--- src/hw/rtl/trl_pkg.sv ---
`timescale 1ns / 1ps
// ----------------------------------------------------------------------------
// trl_pkg
// Shared widths, register codes and structs for the tiled raster to linear
// scatter block.
// ----------------------------------------------------------------------------
package trl_pkg;

	// configuration register widths
	localparam int RW_W = 16;
	localparam int RH_W = 16;
	localparam int BW_W = 13;
	localparam int BH_W = 13;
	localparam int EB_W = 5;

	localparam int BLOCK_MAX = 4096;
	localparam int EB_MAX    = 16;

	// payload widths
	localparam int BYTE_W = 8;
	localparam int ADDR_W = 36;

	// internal widths
	localparam int ROWADDR_W = 37;
	localparam int LINE_W    = 20;
	localparam int ROWB_W    = 17;
	localparam int GBYTE_W   = 21;
	localparam int GROW_W    = 17;
	localparam int BCNT_W    = 16;
	localparam int RCNT_W    = 12;
	localparam int PROD_W    = 32;

	// apb port
	localparam int APB_ADDR_W = 5;
	localparam int APB_DATA_W = 32;
	localparam int REG_IDX_W  = 3;

	localparam logic [REG_IDX_W-1:0] REG_RASTER_WIDTH  = 3'd0;
	localparam logic [REG_IDX_W-1:0] REG_RASTER_HEIGHT = 3'd1;
	localparam logic [REG_IDX_W-1:0] REG_BLOCK_WIDTH   = 3'd2;
	localparam logic [REG_IDX_W-1:0] REG_BLOCK_HEIGHT  = 3'd3;
	localparam logic [REG_IDX_W-1:0] REG_ELEMENT_BYTES = 3'd4;

	// geometry derived from the registers, all values effective
	typedef struct packed {
		logic [LINE_W-1:0]  line_bytes;
		logic [ROWB_W-1:0]  row_bytes;
		logic [BH_W-1:0]    bh;
		logic [RH_W-1:0]    h;
		logic [ADDR_W-1:0]  last_addr;
	} trl_geom_t;

	// position of the byte being taken in
	typedef struct packed {
		logic [ROWADDR_W-1:0] row_addr;
		logic [GBYTE_W-1:0]   gbyte;
		logic [GROW_W-1:0]    grow;
	} trl_pos_t;

endpackage

--- src/hw/rtl/trl_stream_if.sv ---
`timescale 1ns / 1ps
// ----------------------------------------------------------------------------
// trl_stream_if
// Valid/ready channels for tile bytes in and placed bytes out.
// ----------------------------------------------------------------------------
interface trl_in_if import trl_pkg::*; ();
	logic              valid;
	logic              ready;
	logic [BYTE_W-1:0] tile_byte;

	modport source (output valid, output tile_byte, input ready);
	modport sink   (input valid, input tile_byte, output ready);
endinterface

interface trl_out_if import trl_pkg::*; ();
	logic              valid;
	logic              ready;
	logic [ADDR_W-1:0] dest_address;
	logic [BYTE_W-1:0] dest_byte;
	logic              raster_done;

	modport source (output valid, output dest_address, output dest_byte,
		output raster_done, input ready);
	modport sink   (input valid, input dest_address, input dest_byte,
		input raster_done, output ready);
endinterface

--- src/hw/rtl/trl_cfg_regs.sv ---
`timescale 1ns / 1ps
// ----------------------------------------------------------------------------
// trl_cfg_regs
// APB register file and the two-stage pipeline that derives the geometry.
// ----------------------------------------------------------------------------
module trl_cfg_regs import trl_pkg::*; (
	input  logic                  clk,
	input  logic                  arst_n,
	input  logic                  psel,
	input  logic                  penable,
	input  logic                  pwrite,
	input  logic [APB_ADDR_W-1:0] paddr,
	input  logic [APB_DATA_W-1:0] pwdata,
	output logic [APB_DATA_W-1:0] prdata,
	output logic                  pready,
	output logic                  clear,
	output logic                  busy,
	output trl_geom_t             geom
);

	localparam int SETTLE_CYCLES = 2;
	localparam int SETTLE_W      = $clog2(SETTLE_CYCLES + 1);

	logic [RW_W-1:0] raster_width_q;
	logic [RH_W-1:0] raster_height_q;
	logic [BW_W-1:0] block_width_q;
	logic [BH_W-1:0] block_height_q;
	logic [EB_W-1:0] element_bytes_q;

	logic [RW_W-1:0]   w_e_q;
	logic [RH_W-1:0]   h_e_q;
	logic [BW_W-1:0]   bw_e_q;
	logic [BH_W-1:0]   bh_e_q;
	logic [EB_W-1:0]   eb_e_q;
	logic [PROD_W-1:0] wh_q;
	trl_geom_t         geom_q;
	logic [SETTLE_W-1:0] settle_q;

	logic [REG_IDX_W-1:0] idx;
	logic                 wr;
	logic                 idx_ok;
	logic [RW_W-1:0]      w_e;
	logic [RH_W-1:0]      h_e;
	logic [BW_W-1:0]      bw_e;
	logic [BH_W-1:0]      bh_e;
	logic [EB_W-1:0]      eb_e;
	trl_geom_t            geom_d;

	assign idx    = paddr[APB_ADDR_W-1:2];
	assign wr     = psel && penable && pwrite;
	assign idx_ok = (idx == REG_RASTER_WIDTH) || (idx == REG_RASTER_HEIGHT) ||
		(idx == REG_BLOCK_WIDTH) || (idx == REG_BLOCK_HEIGHT) ||
		(idx == REG_ELEMENT_BYTES);
	assign clear  = wr && idx_ok;
	assign pready = 1'b1;
	assign busy   = (settle_q != '0);
	assign geom   = geom_q;

	// zero acts as one, oversize clamps
	assign w_e  = (raster_width_q == '0) ? RW_W'(1) : raster_width_q;
	assign h_e  = (raster_height_q == '0) ? RH_W'(1) : raster_height_q;
	assign bw_e = (block_width_q == '0) ? BW_W'(1) :
		(block_width_q > BW_W'(BLOCK_MAX)) ? BW_W'(BLOCK_MAX) : block_width_q;
	assign bh_e = (block_height_q == '0) ? BH_W'(1) :
		(block_height_q > BH_W'(BLOCK_MAX)) ? BH_W'(BLOCK_MAX) : block_height_q;
	assign eb_e = (element_bytes_q == '0) ? EB_W'(1) :
		(element_bytes_q > EB_W'(EB_MAX)) ? EB_W'(EB_MAX) : element_bytes_q;

	always_comb begin
		geom_d.line_bytes = LINE_W'(w_e_q) * LINE_W'(eb_e_q);
		geom_d.row_bytes  = ROWB_W'(bw_e_q) * ROWB_W'(eb_e_q);
		geom_d.bh         = bh_e_q;
		geom_d.h          = h_e_q;
		geom_d.last_addr  = ADDR_W'(wh_q) * ADDR_W'(eb_e_q) - ADDR_W'(1);
	end

	always_comb begin
		unique case (idx)
			REG_RASTER_WIDTH:  prdata = APB_DATA_W'(raster_width_q);
			REG_RASTER_HEIGHT: prdata = APB_DATA_W'(raster_height_q);
			REG_BLOCK_WIDTH:   prdata = APB_DATA_W'(block_width_q);
			REG_BLOCK_HEIGHT:  prdata = APB_DATA_W'(block_height_q);
			REG_ELEMENT_BYTES: prdata = APB_DATA_W'(element_bytes_q);
			default:           prdata = '0;
		endcase
	end

	always_ff @(posedge clk or negedge arst_n) begin
		if (!arst_n) begin
			raster_width_q  <= RW_W'(1);
			raster_height_q <= RH_W'(1);
			block_width_q   <= BW_W'(1);
			block_height_q  <= BH_W'(1);
			element_bytes_q <= EB_W'(1);
		end else if (wr) begin
			unique case (idx)
				REG_RASTER_WIDTH:  raster_width_q  <= pwdata[RW_W-1:0];
				REG_RASTER_HEIGHT: raster_height_q <= pwdata[RH_W-1:0];
				REG_BLOCK_WIDTH:   block_width_q   <= pwdata[BW_W-1:0];
				REG_BLOCK_HEIGHT:  block_height_q  <= pwdata[BH_W-1:0];
				REG_ELEMENT_BYTES: element_bytes_q <= pwdata[EB_W-1:0];
				default: ;
			endcase
		end
	end

	// geometry follows the registers through the effective-value registers and geom_q, input is held off meanwhile
	always_ff @(posedge clk or negedge arst_n) begin
		if (!arst_n) begin
			w_e_q     <= RW_W'(1);
			h_e_q     <= RH_W'(1);
			bw_e_q    <= BW_W'(1);
			bh_e_q    <= BH_W'(1);
			eb_e_q    <= EB_W'(1);
			wh_q      <= PROD_W'(1);
			geom_q.line_bytes <= LINE_W'(1);
			geom_q.row_bytes  <= ROWB_W'(1);
			geom_q.bh         <= BH_W'(1);
			geom_q.h          <= RH_W'(1);
			geom_q.last_addr  <= '0;
			settle_q  <= '0;
		end else begin
			w_e_q  <= w_e;
			h_e_q  <= h_e;
			bw_e_q <= bw_e;
			bh_e_q <= bh_e;
			eb_e_q <= eb_e;
			wh_q   <= PROD_W'(w_e) * PROD_W'(h_e);
			geom_q <= geom_d;
			if (wr)
				settle_q <= SETTLE_W'(SETTLE_CYCLES);
			else if (settle_q != '0)
				settle_q <= settle_q - SETTLE_W'(1);
		end
	end

endmodule

--- src/hw/rtl/trl_pos_counter.sv ---
`timescale 1ns / 1ps
// ----------------------------------------------------------------------------
// trl_pos_counter
// Incremental tile position counters and raster row base address.
// ----------------------------------------------------------------------------
module trl_pos_counter import trl_pkg::*; (
	input  logic      clk,
	input  logic      arst_n,
	input  logic      clear,
	input  logic      step,
	input  trl_geom_t geom,
	output trl_pos_t  pos
);

	logic [BCNT_W-1:0]    b_q;
	logic [RCNT_W-1:0]    r_q;
	logic [LINE_W-1:0]    col_base_q;
	logic [GROW_W-1:0]    grow_q;
	logic [GROW_W-1:0]    trow_grow_q;
	logic [ROWADDR_W-1:0] row_addr_q;
	logic [ROWADDR_W-1:0] trow_addr_q;

	logic                 byte_end;
	logic                 row_end;
	logic                 col_end;
	logic                 trow_end;
	logic [GBYTE_W-1:0]   col_next;
	logic [GROW_W:0]      trow_next;
	logic [GROW_W-1:0]    grow_inc;
	logic [ROWADDR_W-1:0] row_addr_inc;

	assign byte_end  = (ROWB_W'(b_q) + ROWB_W'(1)) >= geom.row_bytes;
	assign row_end   = (BH_W'(r_q) + BH_W'(1)) >= geom.bh;
	assign col_next  = GBYTE_W'(col_base_q) + GBYTE_W'(geom.row_bytes);
	assign col_end   = col_next >= GBYTE_W'(geom.line_bytes);
	assign trow_next = (GROW_W+1)'(trow_grow_q) + (GROW_W+1)'(geom.bh);
	assign trow_end  = trow_next >= (GROW_W+1)'(geom.h);
	assign grow_inc     = grow_q + GROW_W'(1);
	assign row_addr_inc = row_addr_q + ROWADDR_W'(geom.line_bytes);

	assign pos.row_addr = row_addr_q;
	assign pos.gbyte    = GBYTE_W'(col_base_q) + GBYTE_W'(b_q);
	assign pos.grow     = grow_q;

	always_ff @(posedge clk or negedge arst_n) begin
		if (!arst_n) begin
			b_q         <= '0;
			r_q         <= '0;
			col_base_q  <= '0;
			grow_q      <= '0;
			trow_grow_q <= '0;
			row_addr_q  <= '0;
			trow_addr_q <= '0;
		end else if (clear) begin
			b_q         <= '0;
			r_q         <= '0;
			col_base_q  <= '0;
			grow_q      <= '0;
			trow_grow_q <= '0;
			row_addr_q  <= '0;
			trow_addr_q <= '0;
		end else if (step) begin
			if (!byte_end) begin
				b_q <= b_q + BCNT_W'(1);
			end else begin
				b_q <= '0;
				if (!row_end) begin
					r_q        <= r_q + RCNT_W'(1);
					grow_q     <= grow_inc;
					row_addr_q <= row_addr_inc;
				end else begin
					r_q <= '0;
					if (!col_end) begin
						// next tile in the same tile row starts at its top row
						col_base_q <= col_next[LINE_W-1:0];
						grow_q     <= trow_grow_q;
						row_addr_q <= trow_addr_q;
					end else begin
						col_base_q <= '0;
						if (!trow_end) begin
							grow_q      <= grow_inc;
							row_addr_q  <= row_addr_inc;
							trow_grow_q <= grow_inc;
							trow_addr_q <= row_addr_inc;
						end else begin
							grow_q      <= '0;
							row_addr_q  <= '0;
							trow_grow_q <= '0;
							trow_addr_q <= '0;
						end
					end
				end
			end
		end
	end

	a_grow_tracks_tile_row: assert property (@(posedge clk) disable iff (!arst_n)
		grow_q == trow_grow_q + GROW_W'(r_q))
		else $error("global row out of step with tile row base");

	a_row_in_tile: assert property (@(posedge clk) disable iff (!arst_n)
		BH_W'(r_q) < geom.bh)
		else $error("row in tile beyond block height");

	a_byte_in_row: assert property (@(posedge clk) disable iff (!arst_n)
		ROWB_W'(b_q) < geom.row_bytes)
		else $error("byte in tile row beyond tile row length");

	a_col_base: assert property (@(posedge clk) disable iff (!arst_n)
		col_base_q < geom.line_bytes)
		else $error("tile column starts beyond raster right edge");

endmodule

--- src/hw/rtl/trl_emit.sv ---
`timescale 1ns / 1ps
// ----------------------------------------------------------------------------
// trl_emit
// Input register, edge clipping, address add and result register.
// ----------------------------------------------------------------------------
module trl_emit import trl_pkg::*; (
	input  logic         clk,
	input  logic         arst_n,
	input  logic         busy,
	input  trl_geom_t    geom,
	input  trl_pos_t     pos,
	output logic         step,
	trl_in_if.sink       tile_in,
	trl_out_if.source    raster_out
);

	logic                 v_s1;
	logic [BYTE_W-1:0]    byte_s1;
	trl_pos_t             pos_s1;

	logic                 out_valid_q;
	logic [ADDR_W-1:0]    dest_address_q;
	logic [BYTE_W-1:0]    dest_byte_q;
	logic                 raster_done_q;

	logic                 hit;
	logic                 out_free;
	logic                 s1_free;
	logic                 in_ready;
	logic [ROWADDR_W-1:0] addr_full;
	logic [ADDR_W-1:0]    addr;

	// padding bytes are dropped here and never wait for the output side
	assign hit = v_s1 && (pos_s1.grow < GROW_W'(geom.h)) &&
		(pos_s1.gbyte < GBYTE_W'(geom.line_bytes));
	assign addr_full = pos_s1.row_addr + ROWADDR_W'(pos_s1.gbyte);
	assign addr      = addr_full[ADDR_W-1:0];

	assign out_free = !out_valid_q || raster_out.ready;
	assign s1_free  = !v_s1 || !hit || out_free;
	assign in_ready = !busy && s1_free;
	assign step     = tile_in.valid && in_ready;

	assign tile_in.ready           = in_ready;
	assign raster_out.valid        = out_valid_q;
	assign raster_out.dest_address = dest_address_q;
	assign raster_out.dest_byte    = dest_byte_q;
	assign raster_out.raster_done  = raster_done_q;

	always_ff @(posedge clk or negedge arst_n) begin
		if (!arst_n) begin
			v_s1        <= 1'b0;
			out_valid_q <= 1'b0;
		end else begin
			if (s1_free)
				v_s1 <= step;
			if (out_free)
				out_valid_q <= hit;
		end
	end

	always_ff @(posedge clk) begin
		if (step) begin
			byte_s1 <= tile_in.tile_byte;
			pos_s1  <= pos;
		end
		if (out_free && hit) begin
			dest_address_q <= addr;
			dest_byte_q    <= byte_s1;
			raster_done_q  <= (addr == geom.last_addr);
		end
	end

endmodule

--- src/hw/rtl/tiled_raster_to_linear_scatter_top.sv ---
`timescale 1ns / 1ps
// ----------------------------------------------------------------------------
// tiled_raster_to_linear_scatter_top
// Detiling address generator: tiled raster bytes in, row-major byte addresses out.
// ----------------------------------------------------------------------------
// Feed the bytes of padded tiles, one per transfer, tile rows top to bottom,
// tiles left to right, each tile row-major. Every byte inside the raster comes
// out with its byte offset in the row-major raster; padding bytes past the
// right or bottom edge are consumed and give no output, and the last raster
// byte carries raster_done. One byte is taken every clock unless a byte held
// for the stalled output or settling geometry holds input off; a byte reaches
// the output through an input register and a result register, with the
// position tracked by incremental counters and one address add. Any write to
// a defined register restarts the stream at the first tile and holds input
// off while the derived geometry settles.
// Registers (32-bit APB, byte address 4*index): raster_width, raster_height,
// block_width, block_height, element_bytes; zero acts as one, block sizes
// above 4096 act as 4096, element_bytes above 16 acts as 16. Write registers
// only while no transfer is in flight.
module tiled_raster_to_linear_scatter_top import trl_pkg::*; (
	input  logic                  clk,
	input  logic                  arst_n,
	input  logic                  psel,
	input  logic                  penable,
	input  logic                  pwrite,
	input  logic [APB_ADDR_W-1:0] paddr,
	input  logic [APB_DATA_W-1:0] pwdata,
	output logic [APB_DATA_W-1:0] prdata,
	output logic                  pready,
	trl_in_if.sink                tile_in,
	trl_out_if.source             raster_out
);

	logic      clear;
	logic      busy;
	logic      step;
	trl_geom_t geom;
	trl_pos_t  pos;

	trl_cfg_regs u_cfg (
		.clk     (clk),
		.arst_n  (arst_n),
		.psel    (psel),
		.penable (penable),
		.pwrite  (pwrite),
		.paddr   (paddr),
		.pwdata  (pwdata),
		.prdata  (prdata),
		.pready  (pready),
		.clear   (clear),
		.busy    (busy),
		.geom    (geom)
	);

	trl_pos_counter u_pos (
		.clk    (clk),
		.arst_n (arst_n),
		.clear  (clear),
		.step   (step),
		.geom   (geom),
		.pos    (pos)
	);

	trl_emit u_emit (
		.clk        (clk),
		.arst_n     (arst_n),
		.busy       (busy),
		.geom       (geom),
		.pos        (pos),
		.step       (step),
		.tile_in    (tile_in),
		.raster_out (raster_out)
	);

endmodule

--- src/flat_wrapper.sv ---
// flat-port wrapper written by rule: the top's interface ports become plain ports
module tiled_raster_to_linear_scatter_top_flat import trl_pkg::*;
  (clk, arst_n, psel, penable, pwrite, paddr, pwdata, prdata, pready, tile_in_valid, tile_in_tile_byte, tile_in_ready, raster_out_valid, raster_out_dest_address, raster_out_dest_byte, raster_out_raster_done, raster_out_ready);
  trl_in_if tile_in_i ();
  trl_out_if raster_out_i ();
  input  logic clk;
  input  logic arst_n;
  input  logic psel;
  input  logic penable;
  input  logic pwrite;
  input  logic [APB_ADDR_W-1:0] paddr;
  input  logic [APB_DATA_W-1:0] pwdata;
  output logic [APB_DATA_W-1:0] prdata;
  output logic pready;
  input wire logic [$bits(tile_in_i.valid)-1:0] tile_in_valid;
  input wire logic [$bits(tile_in_i.tile_byte)-1:0] tile_in_tile_byte;
  output wire logic [$bits(tile_in_i.ready)-1:0] tile_in_ready;
  output wire logic [$bits(raster_out_i.valid)-1:0] raster_out_valid;
  output wire logic [$bits(raster_out_i.dest_address)-1:0] raster_out_dest_address;
  output wire logic [$bits(raster_out_i.dest_byte)-1:0] raster_out_dest_byte;
  output wire logic [$bits(raster_out_i.raster_done)-1:0] raster_out_raster_done;
  input wire logic [$bits(raster_out_i.ready)-1:0] raster_out_ready;
  assign tile_in_i.valid = tile_in_valid;
  assign tile_in_i.tile_byte = tile_in_tile_byte;
  assign tile_in_ready = tile_in_i.ready;
  assign raster_out_valid = raster_out_i.valid;
  assign raster_out_dest_address = raster_out_i.dest_address;
  assign raster_out_dest_byte = raster_out_i.dest_byte;
  assign raster_out_raster_done = raster_out_i.raster_done;
  assign raster_out_i.ready = raster_out_ready;
  tiled_raster_to_linear_scatter_top u_core (.clk(clk), .arst_n(arst_n), .psel(psel), .penable(penable), .pwrite(pwrite), .paddr(paddr), .pwdata(pwdata), .prdata(prdata), .pready(pready), .tile_in(tile_in_i), .raster_out(raster_out_i));
endmodule
--- config.mk ---
export PLATFORM = sky130hd
export DESIGN_NAME = tiled_raster_to_linear_scatter_top_flat
export DESIGN_NICKNAME = d
export VERILOG_FILES = /design/src/hw/rtl/trl_pkg.sv /design/src/hw/rtl/trl_stream_if.sv /design/src/hw/rtl/trl_cfg_regs.sv /design/src/hw/rtl/trl_pos_counter.sv /design/src/hw/rtl/trl_emit.sv /design/src/hw/rtl/tiled_raster_to_linear_scatter_top.sv /design/src/flat_wrapper.sv
export SDC_FILE = /design/constraint.sdc
export NUM_CORES = 2
export LEC_CHECK = 0
export ABC_AREA = 1
export BUFFER_PORTS_ARGS = -buffer_cell sky130_fd_sc_hd__buf_4
export CAP_MARGIN = 20
export CORE_MARGIN = 2
export CORE_UTILIZATION = 35
export CTS_BUF_LIST = sky130_fd_sc_hd__clkbuf_8
export DETAILED_ROUTE_END_ITERATION = 8
export SLEW_MARGIN = 30
export SYNTH_ARGS = -nofsm -noshare
export SYNTH_HDL_FRONTEND = slang
export SYNTH_SLANG_ARGS = --single-unit
--- constraint.sdc ---
create_clock -name clk -period 16 [get_ports clk]
set_clock_uncertainty 0.2 [all_clocks]
set_input_delay 1.6 -clock clk [delete_from_list [all_inputs] [get_ports clk]]
set_output_delay 1.6 -clock clk [all_outputs]
set_load 0.02 [all_outputs]
== Yosys cells after proc, flatten, opt, wreduce, memory -nomap -nowiden ==
Index checks and enable logic that the tools add are counted.
Widths: inputs -> output; s select.

* Register bits: 547
* Bits of input ports: 52
* Output and inout bits: 80

* Add/sub/neg operators: 12
* Multipliers: 4
* $lt $le $gt $ge: 9
* Equality and inequality tests: 5
* Muxes and demuxes: 43
* Reduce and logical (&&, ||, !) cells: 37

{| class="wikitable"
|+ Operator list
! operator !! count
|-
| $mux 37 || 10
|-
| $mux 17 || 10
|-
| $mux 20 || 5
|-
| $mux 16 || 5
|-
| $pmux 16 s5 || 1
|-
| $mux 13 || 4
|-
| $mux 12 || 4
|-
| $add 37x20->37 || 1
|-
| $add 36x21->36 || 1
|-
| $eq 36x36->1 || 1
|-
| $mul 32x5->36 || 1
|-
| $sub 36x1->36 const B || 1
|-
| $logic_not 16->1 || 2
|-
| $mul 16x16->32 || 1
|-
| $gt 13x13->1 const B || 2
|-
| $logic_not 13->1 || 2
|-
| $add 20x16->21 || 1
|-
| $add 20x17->21 || 1
|-
| $ge 21x20->1 || 1
|-
| $lt 21x20->1 || 1
|-
| $mul 16x5->20 || 1
|-
| $add 17x13->18 || 1
|-
| $ge 18x16->1 || 1
|-
| $add 16x1->17 const B || 1
|-
| 23 further kinds || 51
|}

== Longest topological paths before layout ==
* Depth in word-level cells: 10
* Gate-level depth with buffers: 29
* Gate-level depth less buffers: 28

== Cells and area by module ==
From an unflattened synthesis, not the netlist that was laid out.

* Cell total of the unflattened synthesis: 6498
* Area total of the unflattened synthesis: 49658.9 um2

{| class="wikitable"
|+ By module, submodules not included
! module !! times used !! cells an instance !! area an instance (um2)
|-
| trl_cfg_regs || 1 || 3445 || 27592.7
|-
| trl_pos_counter || 1 || 2144 || 14207.4
|-
| trl_emit || 1 || 909 || 7858.8
|}

== Least setup slack after synthesis ==
Ideal clock, no wire load.

* Kind: reg-to-reg
* Start: reg u_core.u_cfg.raster_width_q[2]
* End: reg u_core.u_cfg.wh_q[29]
* Library setup time: 0.079 ns
* Arrival time: 5.732 ns
* Data required time: 15.721 ns
* Slack: 9.989 ns
* Cell stages (with the launch flop): 25
* Path buffers: 1
* Period minus slack after synthesis: 6.011 ns
* Cells stage by stage: dfrtp_1 > clkbuf_1 > nor4_1 > nand4_1 > nand2_1 > nand2_1 > fa_1 > fa_1 > inv_1 > fa_1 > fa_1 > fa_1 > inv_1 > fa_1 > inv_1 > ha_1 > nand2_1 > inv_1 > nand3_1 > nor2_1 > o21ai_0 > nand3_1 > a31o_2 > a21oi_1 > xor2_1

* Longest elaborated chain between the ends: 3

{| class="wikitable"
|+ Ends and longest elaborated chain
! what !! line !! RTL
|-
| from (decl) || trl_cfg_regs.sv:24 || <nowiki>logic [RW_W-1:0] raster_width_q;</nowiki>
|-
| from (signal assigned) || trl_cfg_regs.sv:97 || <nowiki>REG_RASTER_WIDTH: raster_width_q <= pwdata[RW_W-1:0];</nowiki>
|-
| $logic_not 16->1 || trl_cfg_regs.sv:60 || <nowiki>assign w_e = (raster_width_q == '0) ? RW_W'(1) : raster_width_q;</nowiki>
|-
| $mux 16 || trl_cfg_regs.sv:60 ||
|-
| via u_core.u_cfg.w_e[0] || trl_cfg_regs.sv:42 || <nowiki>logic [RW_W-1:0] w_e;</nowiki>
|-
| $mul 16x16->32 || trl_cfg_regs.sv:128 || <nowiki>wh_q <= PROD_W'(w_e) * PROD_W'(h_e);</nowiki>
|-
| to (signal assigned) || trl_cfg_regs.sv:128 ||
|-
| to (decl) || trl_cfg_regs.sv:35 || <nowiki>logic [PROD_W-1:0] wh_q;</nowiki>
|}

The timed path passes the listed nets, and every way through them passes these cells.
A chain may end at the register's enable or synchronous reset.

== Worst setup path after layout ==
* Start: reg u_core.u_cfg.raster_width_q[7]
* End: reg u_core.u_cfg.wh_q[29]

The elaborated chain is that of the path after synthesis.

==> impl_metrics.toml <==
[status]
run_status = "completed"

[place]
pre_cts_ws_ps = 8806
gpl.final_weighted_congestion = 0.9390
place_area_um2 = 51020
estimated_wirelength_of_the_detail_placed_design_um = 106600
port-buffer-count = 96

[detailed_routing]
detail_route.iter0.violations = 3041
detailroute.via_count = 40290
detail_route.vias_per_cell = 4.947
post-route-drc-count = 0
route.detailed.wl_per_inst_um = 17.02
first_pass_drt_iterations = 6
detail-route-antenna-nets = 0
postRouteWirelength_um = 138600

[synth]
synth_ff_type = "dfrtp_1"
yosysSeqAreaShare_pct = 29.35
post_syn_area_um2 = 48700
async_reset_ff_share_pct = 76.70
synth.top_cells.by_area = "dfrtp_1, fa_1, nand2_1, ha_1, inv_1"
yosysMostFrequentCell = "nand2_1"
synthCells = 6231
synth_common_cells = "nand2_1, inv_1, nor2_1"
synth.avg_cell_area_um2 = 7.816
yosys_warnings = 0
synth_top_cell_area_share_pct = 20.71
synth_seq_cells = 545
number_of_flops_mapped_to_enable_cells_by_yosys = 127
netlist.top_cell.by_area = "dfrtp_1"
synth_cell_type_count = 62

[die]
die-width_um = 377.0
floorplan.initialDensity_pct = 35.34
core_area_um2 = 137800
chipHeight_um = 377.0
boundaryPins = 132
dieArea_um2 = 142200
placementRows = 136

[setup_path]
cp-start-kind = "register"
cp_max_fo = 20
critPathCaptureType = "register"
worst-r2r-cell-count = 21
crit_arrival_ps = 7820
worstPathRequired_ps = 16460
timing_worst_setup_path_type = "reg2reg"

[global_route]
antenna_violations_before_repair = 5
grt_pass1_vias = 40030
grt_first_pass_wirelength_um = 222000
globalRouteOverflowTotal = 0
largest_net_degree_at_the_start_of_global_routing = 102
grt_use_total_pct = 19.81

[finish]
layout-drive-gt1-share_pct = 6.036
area_growth_syn_to_layout_pct = 9.721
design.final.nets = 7091
post_route_cell_area_um2 = 53440

[power]
ir_worst_vdd_mv = 0.2658
pwr_density_cell_nw_per_um2 = 204.3
p_leak_nw = 28.74

[sta]
final-hold-violation-count = 0
timing.slew.headroom_pct = 29.69
maxClockFrequency_mhz = 135.7
worstMarginPinSlew_ps = 1055
post-route-worst-setup-slack_ps = 8633
finalCriticalPeriod_ps = 7367
finalCritPeriodShare_pct = 46.04
final_report_max_slew_violation_count = 0
setup_viol_count_final = 0
setup_repair_after_global_routing_missed_its_margin = "no"
setup_total_negative_slack_ps = 0

[clock_tree]
cts-buffers-inserted = 103
clk_root_buffer_cell = "clkbuf_8"
clkLatencyLatePin_ps = 790
clock-sinks = 545
cts-root-to-sink-buffers = 3
cts_tree = "yes"
cts_hold_repair.buffers = 0
htreeDepth = 3
post_cts_setup_buffers = 0
clkSlewWorstSetupHoldPaths_ps = 60
cts-resized-gates = 0

[hold_path]
hold_critical_path_depth = 0
holdCritPathClass = "reg2reg"

[job]
max_cap_viol = 0
## logic make-up (layout without fill, tap and decap cells)
family          count (synthesis)  after routing  synth area share [%]
compound gates                634            634                 7.193
xor+xnor                      225            225                 4.182
fa+ha+maj                     783            783                 25.74
buf+inv                      1370           1469                 10.92
flops                         545            545                 29.35
other cells                     2             21               0.01542
simple gates                 2672           2672                 22.60
## final timing paths
path | start | endpoint | slack [ps]
max in group asynchronous | arst_n | u_core.u_cfg.eb_e_q[2]$_DFF_PN0_ | 12890
worst max-delay path | u_core.u_cfg.raster_width_q[7]$_DFFE_PN0P_ | u_core.u_cfg.wh_q[29]$_DFF_PN0_ | 8630
worst min-delay path | u_core.u_cfg.h_e_q[10]$_DFF_PN0_ | u_core.u_cfg.geom[46]$_DFF_PN0_ | 140
worst max register to register | u_core.u_cfg.raster_width_q[7]$_DFFE_PN0P_ | u_core.u_cfg.wh_q[29]$_DFF_PN0_ | 8630
worst min register to register | u_core.u_cfg.h_e_q[10]$_DFF_PN0_ | u_core.u_cfg.geom[46]$_DFF_PN0_ | 140
min in group asynchronous | arst_n | u_core.u_pos.b_q[2]$_DFFE_PN0P_ | 470
## registers in the layout, indices dropped and copies added (netlist names), 17 cells and up
signal and count:
u_core.u_pos.grow_q 17, u_core.u_pos.row_addr_q 36, u_core.u_pos.trow_addr_q 36, u_core.u_emit.pos_s1 74, u_core.u_cfg.geom 102, u_core.u_pos.col_base_q 20, u_core.u_pos.trow_grow_q 17, u_core.u_cfg.wh_q 32
u_core.u_emit.raster_out.dest_address 36
## area by class of cell
class	count	area (um^2)
Antenna cell	4	10.01
Clock buffer	124	1707
Clock inverter	70	650.6
Fill cell	14150	84390
Inverter	1136	4265
Multi-Input combinational cell	4331	29170
Sequential cell	545	14300
Tap cell	1794	2245
Timing Repair Buffer	139	1091
## power breakdown
group	total (mW)	switching (mW)	internal, mW
Clock	1.56	0.656	0.902
Sequential	2.45	0.524	1.93
Combinational	6.91	4.55	2.36
Total	10.9	5.73	5.18
## per-stage QoR
step	cells	total power, mW	hold WS [ps]	utilization (%)
floorplan	6246	7.302	131.2	-
global placement	7943	9.249	131.6	37.01
detailed placement	7943	9.337	134.7	37.01
CTS	8137	10.97	125.3	38.72
global route	8142	12.04	150.7	38.77
finish	8143	10.92	142.5	38.77
## per-layer routing
metal / global-route usage [%] / routed length (um) / up-vias
met5: 0 / 0 / -
met4: 5.977 / 3367 / 0
met3: 2.471 / 7969 / 223
met2: 32.49 / 63890 / 1185
met1: 27.23 / 63380 / 19430
li1: - / - / 19450
## placed cells by master (no fill, tap or decap), drive strengths merged, types with 12 or more instances in the layout
| cell | count |
|---|---|
| nand3 | 315 |
| o21ai | 263 |
| nand4 | 78 |
| xor2 | 155 |
| dfrtp | 403 |
| inv | 1163 |
| nand2 | 1718 |
| conb | 17 |
| a21o | 20 |
| clkinv | 25 |
| nor3 | 52 |
| nor2 | 439 |
| o21a | 14 |
| nand3b | 30 |
| a31oi | 16 |
| fa | 365 |
| clkbuf | 124 |
| dfstp | 15 |
| xnor2 | 66 |
| a21oi | 264 |
| bufinv | 12 |
| buf | 139 |
| nor4 | 24 |
| edfxtp | 127 |
| ha | 418 |
## worst max-delay path, stage by stage (launching register included)
cell     delay [ps]
dfrtp_1         780
nor4_1          460
nand4_1         180
nand2_1         410
nand2_1         150
fa_1            550
fa_1            560
inv_1            60
fa_1            450
fa_1            520
fa_1            550
inv_1            50
fa_1            530
inv_1            40
ha_1            370
a21oi_1         250
o21ai_0         120
o21ai_0         200
nand3_1         200
a31o_2          270
a21oi_1         160
xor2_1          170
No activity file was read; power rests on OpenSTA's default activity.
